## config.mk

```make
export PLATFORM = sky130hd
export DESIGN_NAME = multi_server_job_completion_tracker_flat
export DESIGN_NICKNAME = d
export VERILOG_FILES = /design/src/msjct_pkg.sv /design/src/msjct_if.sv /design/src/multi_server_job_completion_tracker.sv /design/src/msjct_cell.sv /design/src/msjct_wait_queue.sv /design/src/flat_wrapper.sv
export SDC_FILE = /design/constraint.sdc
export NUM_CORES = 2
export LEC_CHECK = 0
export BUFFER_PORTS_ARGS = -buffer_cell sky130_fd_sc_hd__buf_4
export CAP_MARGIN = 25
export CORE_UTILIZATION = 39
export CTS_CLUSTER_SIZE = 28
export DETAILED_ROUTE_END_ITERATION = 12
export RECOVER_POWER = 100
export SLEW_MARGIN = 20
export SYNTH_ARGS = -nofsm -noshare
export SYNTH_HDL_FRONTEND = slang
export SYNTH_SLANG_ARGS = --single-unit
```

## constraint.sdc

```tcl
create_clock -name clk -period 7.4 [get_ports clk]
set_clock_uncertainty 0.1 [all_clocks]
set_input_delay 0.74 -clock clk [delete_from_list [all_inputs] [get_ports clk]]
set_output_delay 0.74 -clock clk [all_outputs]
set_load 0.01 [all_outputs]
```

## src/msjct_pkg.sv

```systemverilog
// ----------------------------------------------------------------------------
// msjct_pkg
// Shared constants, codes and types of the job completion tracker.
// ----------------------------------------------------------------------------
package msjct_pkg;

  localparam int MACHINES    = 8;
  localparam int QUEUE_DEPTH = 32;
  localparam int TIME_W      = 48;
  localparam int ID_W        = 16;
  localparam int DUR_W       = 32;
  localparam int CFG_W       = 4;
  localparam int SLOT_W      = (MACHINES > 1) ? $clog2(MACHINES) : 1;
  localparam int CNT_W       = $clog2(MACHINES + 1);
  localparam int QA_W        = (QUEUE_DEPTH > 1) ? $clog2(QUEUE_DEPTH) : 1;
  localparam int QC_W        = $clog2(QUEUE_DEPTH + 1);
  localparam int CMP_W       = (CNT_W > CFG_W) ? CNT_W : CFG_W;

  localparam logic [TIME_W-1:0] TIME_MAX = '1;
  localparam logic [CFG_W-1:0]  CFG_RESET = CFG_W'(8);

  localparam logic OP_SUBMIT   = 1'b0;
  localparam logic OP_ADVANCE  = 1'b1;
  localparam logic KIND_DONE   = 1'b0;
  localparam logic KIND_REJECT = 1'b1;

  // running minimum handed from cell to cell
  typedef struct packed {
    logic              go;
    logic              found;
    logic [TIME_W-1:0] fin;
    logic [ID_W-1:0]   job;
    logic [SLOT_W-1:0] idx;
  } token_t;

  typedef struct packed {
    logic              wr;
    logic              clr;
    logic [TIME_W-1:0] fin;
    logic [ID_W-1:0]   job;
  } cell_cmd_t;

  typedef struct packed {
    logic [ID_W-1:0]  job;
    logic [DUR_W-1:0] dur;
  } wait_entry_t;

  typedef struct packed {
    logic              kind;
    logic [TIME_W-1:0] fin;
    logic [ID_W-1:0]   id;
  } result_t;

  typedef enum logic [2:0] {
    S_IDLE, S_QCHK, S_QRD, S_WAIT, S_RET, S_SUB, S_END
  } state_t;

endpackage

```

## src/msjct_if.sv

```systemverilog
// ----------------------------------------------------------------------------
// msjct_if
// Valid/ready channels for input items and result words.
// ----------------------------------------------------------------------------
interface msjct_job_if import msjct_pkg::*; ();
  logic              valid;
  logic              ready;
  logic              op;
  logic [TIME_W-1:0] event_time;
  logic [ID_W-1:0]   job_id;
  logic [DUR_W-1:0]  job_duration;

  modport source (output valid, op, event_time, job_id, job_duration, input ready);
  modport sink   (input valid, op, event_time, job_id, job_duration, output ready);
endinterface

interface msjct_result_if import msjct_pkg::*; ();
  logic              valid;
  logic              ready;
  logic              kind;
  logic [TIME_W-1:0] finish_time;
  logic [ID_W-1:0]   done_id;
  logic              last;

  modport source (output valid, kind, finish_time, done_id, last, input ready);
  modport sink   (input valid, kind, finish_time, done_id, last, output ready);
endinterface

```

## src/multi_server_job_completion_tracker.sv

```systemverilog
// ----------------------------------------------------------------------------
// multi_server_job_completion_tracker
// Retires jobs on a row of machine slots in finish order, feeding freed
// machines from a FIFO of waiting jobs.
// ----------------------------------------------------------------------------
// port     dir  handshake           word
// jobs     in   valid/ready         op, event_time, job_id, job_duration
// results  out  valid/ready         kind, finish_time, done_id, last
// cfg      in   cfg_wr_en           machines_in_use
//
// one item at a time; each slot scan walks the cell row
// rst is synchronous; slots and queue contents need no clearing pass
// a full result register stalls the sequencer only when a word must move
// ----------------------------------------------------------------------------
module multi_server_job_completion_tracker import msjct_pkg::*; (
  input  logic                 clk,
  input  logic                 rst,
  input  logic                 cfg_wr_en,
  input  logic [CFG_W-1:0]     cfg_wr_data,
  msjct_job_if.sink            jobs,
  msjct_result_if.source       results
);

  state_t            state, state_next;
  logic [CFG_W-1:0]  cfg;
  logic [TIME_W-1:0] cur_time;
  logic [TIME_W-1:0] t_eff;
  logic              op_r;
  logic [ID_W-1:0]   id_r;
  logic [DUR_W-1:0]  dur_r;
  logic [CNT_W-1:0]  busy_cnt;
  logic [QA_W-1:0]   whead;
  logic [QC_W-1:0]   wcount;
  logic              pend_v;
  result_t           pend;
  logic              out_v;
  result_t           out_data;
  logic              out_last;
  token_t            res;

  token_t            tok [MACHINES+1];
  cell_cmd_t         cmd [MACHINES];
  logic [MACHINES-1:0] busy_vec;
  logic [MACHINES-1:0] free_oh;

  logic              inject, start_cell, from_q, qpush, retire;
  logic              send, send_last, pend_ld, pend_clr, set_t;
  result_t           pend_new;
  logic              ok_out, may;
  logic [CMP_W-1:0]  alw;
  logic [DUR_W-1:0]  dur_sel;
  logic [TIME_W:0]   sum;
  logic [TIME_W-1:0] fin_sat;
  logic [QA_W:0]     tail_sum;
  logic [QA_W-1:0]   tail;
  wait_entry_t       q_wr;
  wait_entry_t       q_rd;

  // clamp the machine count into 1..MACHINES
  always_comb begin
    if (cfg == '0) begin
      alw = CMP_W'(1);
    end else if (CMP_W'(cfg) > CMP_W'(MACHINES)) begin
      alw = CMP_W'(MACHINES);
    end else begin
      alw = CMP_W'(cfg);
    end
  end

  assign may     = CMP_W'(busy_cnt) < alw;
  assign ok_out  = !out_v || results.ready;
  assign dur_sel = from_q ? q_rd.dur : dur_r;
  assign sum     = {1'b0, cur_time} + (TIME_W+1)'(dur_sel);
  assign fin_sat = sum[TIME_W] ? TIME_MAX : sum[TIME_W-1:0];
  assign free_oh = ~busy_vec & (busy_vec + MACHINES'(1));

  assign tail_sum = {1'b0, whead} + (QA_W+1)'(wcount);
  assign tail = (tail_sum >= (QA_W+1)'(QUEUE_DEPTH)) ?
                QA_W'(tail_sum - (QA_W+1)'(QUEUE_DEPTH)) : tail_sum[QA_W-1:0];

  assign tok[0] = '{go: inject, found: 1'b0, fin: '0, job: '0, idx: '0};

  assign q_wr.job = id_r;
  assign q_wr.dur = dur_r;

  for (genvar i = 0; i < MACHINES; i++) begin : g_cell
    assign cmd[i].wr  = start_cell & free_oh[i];
    assign cmd[i].clr = retire && (res.idx == SLOT_W'(i));
    assign cmd[i].fin = fin_sat;
    assign cmd[i].job = from_q ? q_rd.job : id_r;

    msjct_cell u_cell (
      .clk     (clk),
      .rst     (rst),
      .idx     (SLOT_W'(i)),
      .limit   (t_eff),
      .cmd     (cmd[i]),
      .tok_in  (tok[i]),
      .tok_out (tok[i+1]),
      .busy    (busy_vec[i])
    );
  end

  msjct_wait_queue u_queue (
    .clk     (clk),
    .wr_en   (qpush),
    .wr_addr (tail),
    .wr_data (q_wr),
    .rd_addr (whead),
    .rd_data (q_rd)
  );

  assign jobs.ready          = (state == S_IDLE);
  assign results.valid       = out_v;
  assign results.kind        = out_data.kind;
  assign results.finish_time = out_data.fin;
  assign results.done_id     = out_data.id;
  assign results.last        = out_last;

  always_comb begin
    state_next = state;
    inject     = 1'b0;
    start_cell = 1'b0;
    from_q     = 1'b0;
    qpush      = 1'b0;
    retire     = 1'b0;
    send       = 1'b0;
    send_last  = 1'b0;
    pend_ld    = 1'b0;
    pend_clr   = 1'b0;
    set_t      = 1'b0;
    pend_new   = '0;
    case (state)
      S_IDLE: begin
        if (jobs.valid) state_next = S_QCHK;
      end
      S_QCHK: begin
        if (wcount != '0 && may) begin
          state_next = S_QRD;
        end else begin
          inject     = 1'b1;
          state_next = S_WAIT;
        end
      end
      S_QRD: begin
        start_cell = 1'b1;
        from_q     = 1'b1;
        state_next = S_QCHK;
      end
      S_WAIT: begin
        if (tok[MACHINES].go) state_next = S_RET;
      end
      S_RET: begin
        if (res.found) begin
          if (!pend_v || ok_out) begin
            send       = pend_v;
            pend_ld    = 1'b1;
            pend_new   = '{kind: KIND_DONE, fin: res.fin, id: res.job};
            retire     = 1'b1;
            state_next = S_QCHK;
          end
        end else begin
          set_t      = 1'b1;
          state_next = S_SUB;
        end
      end
      S_SUB: begin
        if (op_r == OP_ADVANCE) begin
          state_next = S_END;
        end else if (may) begin
          start_cell = 1'b1;
          state_next = S_END;
        end else if (wcount < QC_W'(QUEUE_DEPTH)) begin
          qpush      = 1'b1;
          state_next = S_END;
        end else if (!pend_v || ok_out) begin
          send       = pend_v;
          pend_ld    = 1'b1;
          pend_new   = '{kind: KIND_REJECT, fin: t_eff, id: id_r};
          state_next = S_END;
        end
      end
      S_END: begin
        if (!pend_v) begin
          state_next = S_IDLE;
        end else if (ok_out) begin
          send       = 1'b1;
          send_last  = 1'b1;
          pend_clr   = 1'b1;
          state_next = S_IDLE;
        end
      end
      default: state_next = S_IDLE;
    endcase
  end

  always_ff @(posedge clk) begin
    if (rst) begin
      state <= S_IDLE;
    end else begin
      state <= state_next;
    end
  end

  always_ff @(posedge clk) begin
    if (rst) begin
      cfg      <= CFG_RESET;
      cur_time <= '0;
      busy_cnt <= '0;
      whead    <= '0;
      wcount   <= '0;
      pend_v   <= 1'b0;
      out_v    <= 1'b0;
    end else begin
      if (cfg_wr_en) cfg <= cfg_wr_data;
      if (retire) begin
        cur_time <= res.fin;
      end else if (set_t) begin
        cur_time <= t_eff;
      end
      if (start_cell) begin
        busy_cnt <= busy_cnt + CNT_W'(1);
      end else if (retire) begin
        busy_cnt <= busy_cnt - CNT_W'(1);
      end
      if (from_q) begin
        whead  <= (whead == QA_W'(QUEUE_DEPTH - 1)) ? '0 : whead + QA_W'(1);
        wcount <= wcount - QC_W'(1);
      end else if (qpush) begin
        wcount <= wcount + QC_W'(1);
      end
      if (pend_ld) begin
        pend_v <= 1'b1;
      end else if (pend_clr) begin
        pend_v <= 1'b0;
      end
      if (send) begin
        out_v <= 1'b1;
      end else if (results.ready) begin
        out_v <= 1'b0;
      end
    end
  end

  always_ff @(posedge clk) begin
    if (jobs.valid && jobs.ready) begin
      t_eff <= (jobs.event_time < cur_time) ? cur_time : jobs.event_time;
      op_r  <= jobs.op;
      id_r  <= jobs.job_id;
      dur_r <= jobs.job_duration;
    end
    if (state == S_WAIT) res <= tok[MACHINES];
    if (pend_ld) pend <= pend_new;
    if (send) begin
      out_data <= pend;
      out_last <= send_last;
    end
  end

`ifndef SYNTHESIS
  a_busy_cnt: assert property (@(posedge clk) disable iff (rst)
    busy_cnt == CNT_W'($countones(busy_vec)))
    else $error("busy count out of step with slots");
  a_wcount: assert property (@(posedge clk) disable iff (rst)
    wcount <= QC_W'(QUEUE_DEPTH))
    else $error("wait count over depth");
  a_scan_limit: assert property (@(posedge clk) disable iff (rst)
    state == S_WAIT && tok[MACHINES].go && tok[MACHINES].found |->
    tok[MACHINES].fin <= t_eff)
    else $error("scan picked a job past the item time");
  a_send: assert property (@(posedge clk) disable iff (rst)
    send |=> results.valid)
    else $error("result word lost");
`endif

endmodule

```

## src/msjct_cell.sv

```systemverilog
// ----------------------------------------------------------------------------
// msjct_cell
// One machine slot: holds its job and folds itself into the passing minimum.
// ----------------------------------------------------------------------------
module msjct_cell import msjct_pkg::*; (
  input  logic              clk,
  input  logic              rst,
  input  logic [SLOT_W-1:0] idx,
  input  logic [TIME_W-1:0] limit,
  input  cell_cmd_t         cmd,
  input  token_t            tok_in,
  output token_t            tok_out,
  output logic              busy
);

  logic [TIME_W-1:0] fin;
  logic [ID_W-1:0]   job;
  logic              take;

  // strict compare keeps the earlier slot on ties
  assign take = busy && (fin <= limit) && (!tok_in.found || fin < tok_in.fin);

  always_ff @(posedge clk) begin
    if (rst) begin
      busy <= 1'b0;
    end else if (cmd.wr) begin
      busy <= 1'b1;
    end else if (cmd.clr) begin
      busy <= 1'b0;
    end
  end

  always_ff @(posedge clk) begin
    if (cmd.wr) begin
      fin <= cmd.fin;
      job <= cmd.job;
    end
  end

  always_ff @(posedge clk) begin
    if (rst) begin
      tok_out.go <= 1'b0;
    end else begin
      tok_out.go <= tok_in.go;
    end
    if (take) begin
      tok_out.found <= 1'b1;
      tok_out.fin   <= fin;
      tok_out.job   <= job;
      tok_out.idx   <= idx;
    end else begin
      tok_out.found <= tok_in.found;
      tok_out.fin   <= tok_in.fin;
      tok_out.job   <= tok_in.job;
      tok_out.idx   <= tok_in.idx;
    end
  end

endmodule

```

## src/msjct_wait_queue.sv

```systemverilog
// ----------------------------------------------------------------------------
// msjct_wait_queue
// Storage of waiting jobs, one write and one registered read per cycle.
// ----------------------------------------------------------------------------
module msjct_wait_queue import msjct_pkg::*; (
  input  logic              clk,
  input  logic              wr_en,
  input  logic [QA_W-1:0]   wr_addr,
  input  wait_entry_t       wr_data,
  input  logic [QA_W-1:0]   rd_addr,
  output wait_entry_t       rd_data
);

  wait_entry_t mem [QUEUE_DEPTH];

  always_ff @(posedge clk) begin
    if (wr_en) begin
      mem[wr_addr] <= wr_data;
    end
    rd_data <= mem[rd_addr];
  end

endmodule

```

## src/flat_wrapper.sv

```systemverilog
// flat-port wrapper written by rule: the top's interface ports become plain ports
module multi_server_job_completion_tracker_flat import msjct_pkg::*;
  (clk, rst, cfg_wr_en, cfg_wr_data, jobs_valid, jobs_op, jobs_event_time, jobs_job_id, jobs_job_duration, jobs_ready, results_valid, results_kind, results_finish_time, results_done_id, results_last, results_ready);
  msjct_job_if jobs_i ();
  msjct_result_if results_i ();
  input  logic clk;
  input  logic rst;
  input  logic cfg_wr_en;
  input  logic [CFG_W-1:0] cfg_wr_data;
  input wire logic [$bits(jobs_i.valid)-1:0] jobs_valid;
  input wire logic [$bits(jobs_i.op)-1:0] jobs_op;
  input wire logic [$bits(jobs_i.event_time)-1:0] jobs_event_time;
  input wire logic [$bits(jobs_i.job_id)-1:0] jobs_job_id;
  input wire logic [$bits(jobs_i.job_duration)-1:0] jobs_job_duration;
  output wire logic [$bits(jobs_i.ready)-1:0] jobs_ready;
  output wire logic [$bits(results_i.valid)-1:0] results_valid;
  output wire logic [$bits(results_i.kind)-1:0] results_kind;
  output wire logic [$bits(results_i.finish_time)-1:0] results_finish_time;
  output wire logic [$bits(results_i.done_id)-1:0] results_done_id;
  output wire logic [$bits(results_i.last)-1:0] results_last;
  input wire logic [$bits(results_i.ready)-1:0] results_ready;
  assign jobs_i.valid = jobs_valid;
  assign jobs_i.op = jobs_op;
  assign jobs_i.event_time = jobs_event_time;
  assign jobs_i.job_id = jobs_job_id;
  assign jobs_i.job_duration = jobs_job_duration;
  assign jobs_ready = jobs_i.ready;
  assign results_valid = results_i.valid;
  assign results_kind = results_i.kind;
  assign results_finish_time = results_i.finish_time;
  assign results_done_id = results_i.done_id;
  assign results_last = results_i.last;
  assign results_i.ready = results_ready;
  multi_server_job_completion_tracker u_core (.clk(clk), .rst(rst), .cfg_wr_en(cfg_wr_en), .cfg_wr_data(cfg_wr_data), .jobs(jobs_i), .results(results_i));
endmodule
```

Word level (Yosys, flattened, before mapping)
Memory sizes are Yosys's and may differ from the RTL's. A register that Yosys moved wholly into a read port is not among the register bits.
Cells that the tools add are included.
{ "classes": {"addsub": 9, "n_lt_le_gt_ge": 20, "n_eq_ne": 19, "mux": 90, "n_bitwise": 11, "reduce_logical": 62} }
{ "ops": {"columns": ["cell", "count"], "rows": [
  ["67-bit two-way mux", 7],
  ["48-bit less-or-equal comparator", 8],
  ["48-bit less-than comparator", 8],
  ["65-bit two-way mux", 5],
  ["48-bit two-way mux", 4],
  ["65-bit one-hot mux with 2 select lines", 1],
  ["68-bit two-way mux", 1],
  ["64-bit two-way mux", 1],
  ["48-bit by 32-bit adder with 49-bit output", 1],
  ["1-bit two-way mux", 47],
  ["32-bit two-way mux", 1],
  ["3-bit two-way mux", 10],
  ["2-bit nonzero test", 13],
  ["1-bit logical AND", 25],
  ["3-bit equality test, second input constant", 7],
  ["3-bit one-hot mux with 7 select lines", 1],
  ["16-bit two-way mux", 1],
  ["4-bit two-way mux", 4],
  ["3-bit by 2-bit equality test with 1-bit output, second input constant", 4],
  ["6-bit two-way mux", 2],
  ["5-bit two-way mux", 2],
  ["1-bit logical NOT", 9],
  ["1-bit logical OR", 9],
  ["8-bit by 1-bit adder with 8-bit output, second input constant", 1],
  ["27 further kinds", 39]
]} }
{ "totals": {"register_bits": 1440, "mem_bits_rw": 1536, "inputBits": 106, "output_inout_bits": 68, "wordCells": 299, "memories": 1} }
{ "mem_list": {"columns": ["memory", "words", "word_bits", "read_ports", "rd_ports_with_merged_regs", "wr", "line", "rtl"], "rows": [
  ["u_core.u_queue.mem", 32, 48, 1, 1, 1, "msjct_wait_queue.sv:14", "wait_entry_t mem [QUEUE_DEPTH];"]
]} }

Longest topological paths before layout
{ "depth": {"word_depth": 9, "depth_mapped": 22, "depth_no_buf": 17} }

By module
A second synthesis with hierarchy kept.
{ "unflattened": {"hier_cells": 9384, "hier_area_um2": 132595.9} }
{ "modules_own_cells": {"columns": ["module", "n_inst", "cells_per_inst", "area_each_um2", "seq_area_each_um2"], "rows": [
  ["msjct_wait_queue", 1, 3364, 60724.5, 47085.2],
  ["msjct_cell (u_core.g_cell[0].u_cell ...)", 7, 561, 6737.7, 3323.2],
  ["multi_server_job_completion_tracker", 1, 1533, 17988.5, 10329.9],
  ["msjct_cell (u_core.g_cell[6].u_cell)", 1, 560, 6718.9, 3323.2]
]} }

Worst setup path after synthesis
Ideal clock, no wire load.
{ "synth_timing": {"path_type": "register to register", "from": "register u_core.cfg[3]", "to": "register u_core.g_cell[7].u_cell.fin[0], enable pin", "setup_ns": 0.581, "arrival_ns": 6.782, "t_required_ns": 6.719, "setup_slack_ns": -0.063, "stages_incl_launch_ff": 11, "n_path_buf": 0, "synth_period_minus_slack_ns": 7.463, "cell_sequence": "dfxtp_1 > inv_1 > nand2_1 > ha_1 > a21boi_0 > o21a_1 > o21a_1 > o31ai_1 > nor2b_1 > nand3_1 > nor3b_1"} }
{ "synth_rtl": {"columns": ["item", "line", "rtl"], "rows": [
  ["start, declared", "multi_server_job_completion_tracker.sv:25", "logic [CFG_W-1:0] cfg;"],
  ["start signal, assigned", "multi_server_job_completion_tracker.sv:215", "if (cfg_wr_en) cfg <= cfg_wr_data;"],
  ["end signal, assigned", "msjct_cell.sv:35", "fin <= cmd.fin;"],
  ["end, declared", "msjct_cell.sv:16", "logic [TIME_W-1:0] fin;"]
]} }

Final worst setup path
{ "layout_timing": {"from": "register u_core.cur_time[32]", "to": "register u_core.t_eff[16] (data pin)"} }
{ "layout_between": {"elab_chain_len": 2} }
{ "layout_rtl": {"columns": ["item", "line", "rtl"], "rows": [
  ["start, declared", "multi_server_job_completion_tracker.sv:26", "logic [TIME_W-1:0] cur_time;"],
  ["start signal, assigned", "multi_server_job_completion_tracker.sv:217", "cur_time <= res.fin;"],
  ["start signal, assigned", "multi_server_job_completion_tracker.sv:219", "cur_time <= t_eff;"],
  ["48-bit less-than comparator", "multi_server_job_completion_tracker.sv:247", "t_eff <= (jobs.event_time < cur_time) ? cur_time : jobs.event_time;"],
  ["48-bit two-way mux", "multi_server_job_completion_tracker.sv:247", null],
  ["end signal, assigned", "multi_server_job_completion_tracker.sv:247", null],
  ["end, declared", "multi_server_job_completion_tracker.sv:27", "logic [TIME_W-1:0] t_eff;"]
]} }
Every way passes these cells.
A chain may end at the register's enable or synchronous reset.

==> flow_summary_export.csv <==
group,metric,value,unit
status,outcome,"finished with violations",
status,failed_checks,"max-capacitance violations, max-slew violations",
global_route,via_count_of_the_first_global_routing_pass,72200,
die,coreArea,321000,sq um
clock_network,cts_tree,"done",
route,routedWlPerCell,28.5,microns
logic_synthesis,ys_dominant_reg_cell,"sky130_fd_sc_hd__edfxtp_1",
die,die_w,571,microns
die,floorplan.initialDensity,39.2,%
worst_setup_path,element_type_at_the_critical_path_end,"flop",
final_layout,layout.cells.most_common,"sky130_fd_sc_hd__edfxtp_1",
worst_setup_path,startpoint_type,"flop",
global_route,antenna_violations_before_repair,26,
global_route,combined_global_route_utilization_of_all_metal_layers,22.0,%
pwr,internal_power,32.4,mW
min_path,hold_path_depth,2,
die,top_level_ports,174,
pwr,pwr_density_cell,313,nW/um^2
route,routed_met2_length,178,mm
sta,hold_viol,0,
pwr,p_sw,12.6,mW
sta,worst_slack,455,ps
route,final_wl,362,mm
worst_setup_path,worst-r2r-setup-slack,460,ps
sta,worst_slew_pin_slew,3920,ps
die,core.rowCount,208,
sta,layout_worst_path_cycle_share,93.8,%
worst_setup_path,cp_data_arrival_time,7460,ps
logic_synthesis,number_of_enable_flip_flop_cells_after_synthesis,2344,
route,top_layer,"met5",
pwr,worst_ir_drop_vdd,0.000177,V
worst_setup_path,critical_path.cell_chain,"inv_1 -> ha_1 -> nand4_1 -> nor4_1 -> buf_4 -> o311a_1 -> o21ai_0 -> o211ai_1 -> clkbuf_1 -> mux2_1",
logic_synthesis,synth_seq_area_share,66.5,%
logic_synthesis,synth.yosys.warnings,0,
pwr,clock_power_share,36.4,%
clock_network,cts.sinks,3017,
logic_synthesis,synth_area,126000,sq um
logic_synthesis,synthCells,7617,
global_route,maximum_number_of_pins_on_one_net_before_global_route_repair,117,
logic_synthesis,post_synth.cell_area_avg,16.6,sq um
sta,rsz0062_at_grt,"false",
sta,setup-tns-final,0,ps
pwr,power.sequential.fraction,46.9,%
final_layout,post_route_cells_drive_above_1_share,19.9,%
logic_synthesis,synth-seq-cells,3017,
clock_network,worst_skew_pair_latency,940,ps
worst_setup_path,critical_path.reg2reg.endpoint,"u_core.t_eff[16]",
route,dr.first_iter.drc_count,6239,
worst_setup_path,r2r_cells,10,
min_path,worst_hold_path.endpoint,"u_core.t_eff[45]",
route,drc,0,
logic_synthesis,synth_fp_nets,8534,
worst_setup_path,critical_path_buf_inv_count,3,
place,placement.setup.worst_slack,953,ps
clock_network,clk_pin_slew_worst_paths,60,ps
worst_setup_path,cp_max_fo,44,
worst_setup_path,critical-path-max-stage-delay,2660,ps
die,die_height,571,microns
worst_setup_path,worst_r2r_startpoint,"u_core.cur_time[32]",
worst_setup_path,path_class,"reg2reg",
route,first_pass_iters,6,
global_route,first_pass_grt_wire_length,518,mm
place,placedInstanceArea,134000,sq um
worst_setup_path,worst_path_dominant_cell_family,"buffers and inverters",
die,die_outline_area,326000,sq um
worst_setup_path,worst-endpoint-required,7920,ps
final_layout,final_cell_mix,"sky130_fd_sc_hd__edfxtp_1 (2,344), sky130_fd_sc_hd__ha_1 (807), sky130_fd_sc_hd__dfxtp_1 (669), sky130_fd_sc_hd__mux4_2 (480), sky130_fd_sc_hd__inv_1 (468)",
clock_network,post-cts-setup-buffer-count,0,
route,viasPerCell,5.51,
clock_network,maximum_clock_path_buffer_count,4,
min_path,hold_start,"jobs_event_time[45]",
clock_network,clock_tree.htree_level_count,5,
sta,fmaxAchievable,144,MHz
final_layout,post-route-cell-area,144000,sq um
pwr,comb_power_share,16.8,%
sta,timing.final.max_slew_violations,3195,
pwr,post-layout-total-power,45.0,mW
route,detailroute.wirelength.met3,18.9,mm
place,dpl.hpwl,240,mm
logic_synthesis,synth_async_sr_flop_share,0,%
worst_setup_path,cp.depth,10,
sta,slew_headroom,-161,%
clock_network,cts_inserted_buffers,326,
sta,holdWs,42.8,ps
logic_synthesis,number_of_unique_standard_cell_types_used_by_synthesis,76,
route,vias,69900,
clock_network,clock-root-buffer,"sky130_fd_sc_hd__clkbuf_16",
pwr,static-leakage-power,50.3,nW
route,ant_nets,0,
pwr,power_switching_share,28.0,%
worst_setup_path,worst_path_max_delay_cell,"sky130_fd_sc_hd__clkbuf_1",
place,count_of_input_and_output_buffers,173,
place,routabilityCongestion,0.940,
route,routedLengthMet1,146,mm
min_path,hp-class,"in2reg",
sta,finalSetupViolCount,0,
sta,timing.final.crit_period,6940,ps
final_layout,design.final.nets,9009,
run,timing.max_cap.violations,98,
global_route,grt-ovfl-total,0,
final_layout,flow.area_growth_from_synthesis,14.2,%
-- stage by stage --
step / std cells / utilization [%]
finish: 12700 / 44.8
CTS: 12700 / 45.1
global placement: 12000 / 41.5
global route: 12700 / 44.8
detailed placement: 12000 / 41.6
floorplan: 7617 / -
-- registers in the layout (all words and copies together) (netlist names), 3 cells and up --
register / cells
u_core.state: 3
u_core.cur_time: 48
u_core.t_eff: 48
u_core.results.done_id: 16
u_core.g_cell.u_cell.tok_out: 545
u_core.u_queue.rd_data: 48
u_core.whead: 5
u_core.g_cell.u_cell.job: 128
u_core.results.finish_time: 48
u_core.id_r: 16
u_core.g_cell.u_cell.fin: 384
u_core.pend: 65
u_core.u_queue.mem: 1536
u_core.busy_cnt: 4
u_core.dur_r: 32
u_core.wcount: 6
u_core.cfg: 4
u_core.g_cell.u_cell.busy: 8
u_core.res: 68
-- kinds of logic (layout without fill, tap and decap cells) --
group | count (synthesis) | after routing | share of synthesized area (%)
DFF | 3017 | 3017 | 66.5
muxes | 1084 | 1084 | 14.0
and+or+nand+nor | 999 | 999 | 3.97
AOI/OAI and AO/OA | 945 | 945 | 5.00
adders and majority gates | 811 | 811 | 8.07
buffers and inverters | 721 | 1473 | 2.19
xor gates and xnor gates | 40 | 40 | 0.278
other | 0 | 18 | 0
-- worst reg2reg max path: stages (launching register included) --
cell and delay, ps:
sky130_fd_sc_hd__dfxtp_1 540, sky130_fd_sc_hd__inv_1 290, sky130_fd_sc_hd__ha_1 360, sky130_fd_sc_hd__nand4_1 210, sky130_fd_sc_hd__nor4_1 360, sky130_fd_sc_hd__buf_4 250, sky130_fd_sc_hd__o311a_1 690, sky130_fd_sc_hd__o21ai_0 250
sky130_fd_sc_hd__o211ai_1 290, sky130_fd_sc_hd__clkbuf_1 2660, sky130_fd_sc_hd__mux2_1 630
-- routing by layer --
metal	global-route usage (%)	vias to the layer above
met3	2.85	644
met2	37.7	2191
li1	-	30700
met5	0	-
met1	27.8	36300
met4	10.1	8
-- synthesized netlist by cell type (27+ instances only) --
master,number,area share [%]
sky130_fd_sc_hd__nand2_1,279,0.83
sky130_fd_sc_hd__nand3_1,53,0.21
sky130_fd_sc_hd__dfxtp_1,673,11
sky130_fd_sc_hd__buf_1,67,0.20
sky130_fd_sc_hd__a21o_1,261,1.6
sky130_fd_sc_hd__a211oi_1,77,0.46
sky130_fd_sc_hd__ha_1,807,8.0
sky130_fd_sc_hd__a21oi_1,262,1.0
sky130_fd_sc_hd__mux4_2,480,8.6
sky130_fd_sc_hd__mux2_2,519,4.6
sky130_fd_sc_hd__nor2_1,200,0.60
sky130_fd_sc_hd__o21ai_0,113,0.45
sky130_fd_sc_hd__nor2b_1,56,0.28
sky130_fd_sc_hd__inv_1,468,1.4
sky130_fd_sc_hd__nand2b_1,29,0.14
sky130_fd_sc_hd__and2_1,72,0.36
sky130_fd_sc_hd__nand4_1,158,0.78
sky130_fd_sc_hd__edfxtp_1,2344,56
sky130_fd_sc_hd__clkbuf_1,165,0.49
sky130_fd_sc_hd__nor3_1,36,0.14
sky130_fd_sc_hd__mux2i_1,58,0.46
sky130_fd_sc_hd__mux2_4,27,0.32
sky130_fd_sc_hd__a22o_1,65,0.45
-- power groups by stage --
stage	sequential (mW)	clock, mW	combinational [mW]
6_report	21.1	16.4	7.54
4_1_cts	21.1	16.7	7.53
5_1_grt	21.2	17.3	8.22
2_1_floorplan	21.2	0	4.64
3_3_place_gp	21.5	0	7.18
3_5_place_dp	21.5	0	7.46
-- timing repair --
item	CTS	global route
gates resized for setup	0	0
endpoints found under the hold margin	60	0
hold buffers	60	0
-- worst max path at each step --
| stage | startpoint | to | slack [ps] |
|---|---|---|---|
| after floorplan | u_core.cfg[3] | u_core.g_cell[4].u_cell.fin[0] | 520 |
| after global placement | u_core.state[1] | u_core.g_cell[3].u_cell.fin[39] | 1210 |
| after detailed placement | u_core.state[1] | u_core.g_cell[6].u_cell.fin[36] | 950 |
| after CTS | u_core.state[1] | u_core.g_cell[6].u_cell.fin[36] | 910 |
| after global routing | u_core.whead[1] | u_core.u_queue.mem[6][11] | 300 |
| final | u_core.cur_time[32] | u_core.t_eff[16] | 460 |
-- layout make-up --
class	instances	area (sq um)
multi-input cells	3879	39600
fillers	27800	177000
inverters	469	1760
flip-flops and latches	3017	83900
clock inverters	189	1930
diodes	18	45.0
clock buffers	416	8860
well taps	4305	5390
repair buffers	399	2580
Power figures use the tool's default switching activity.
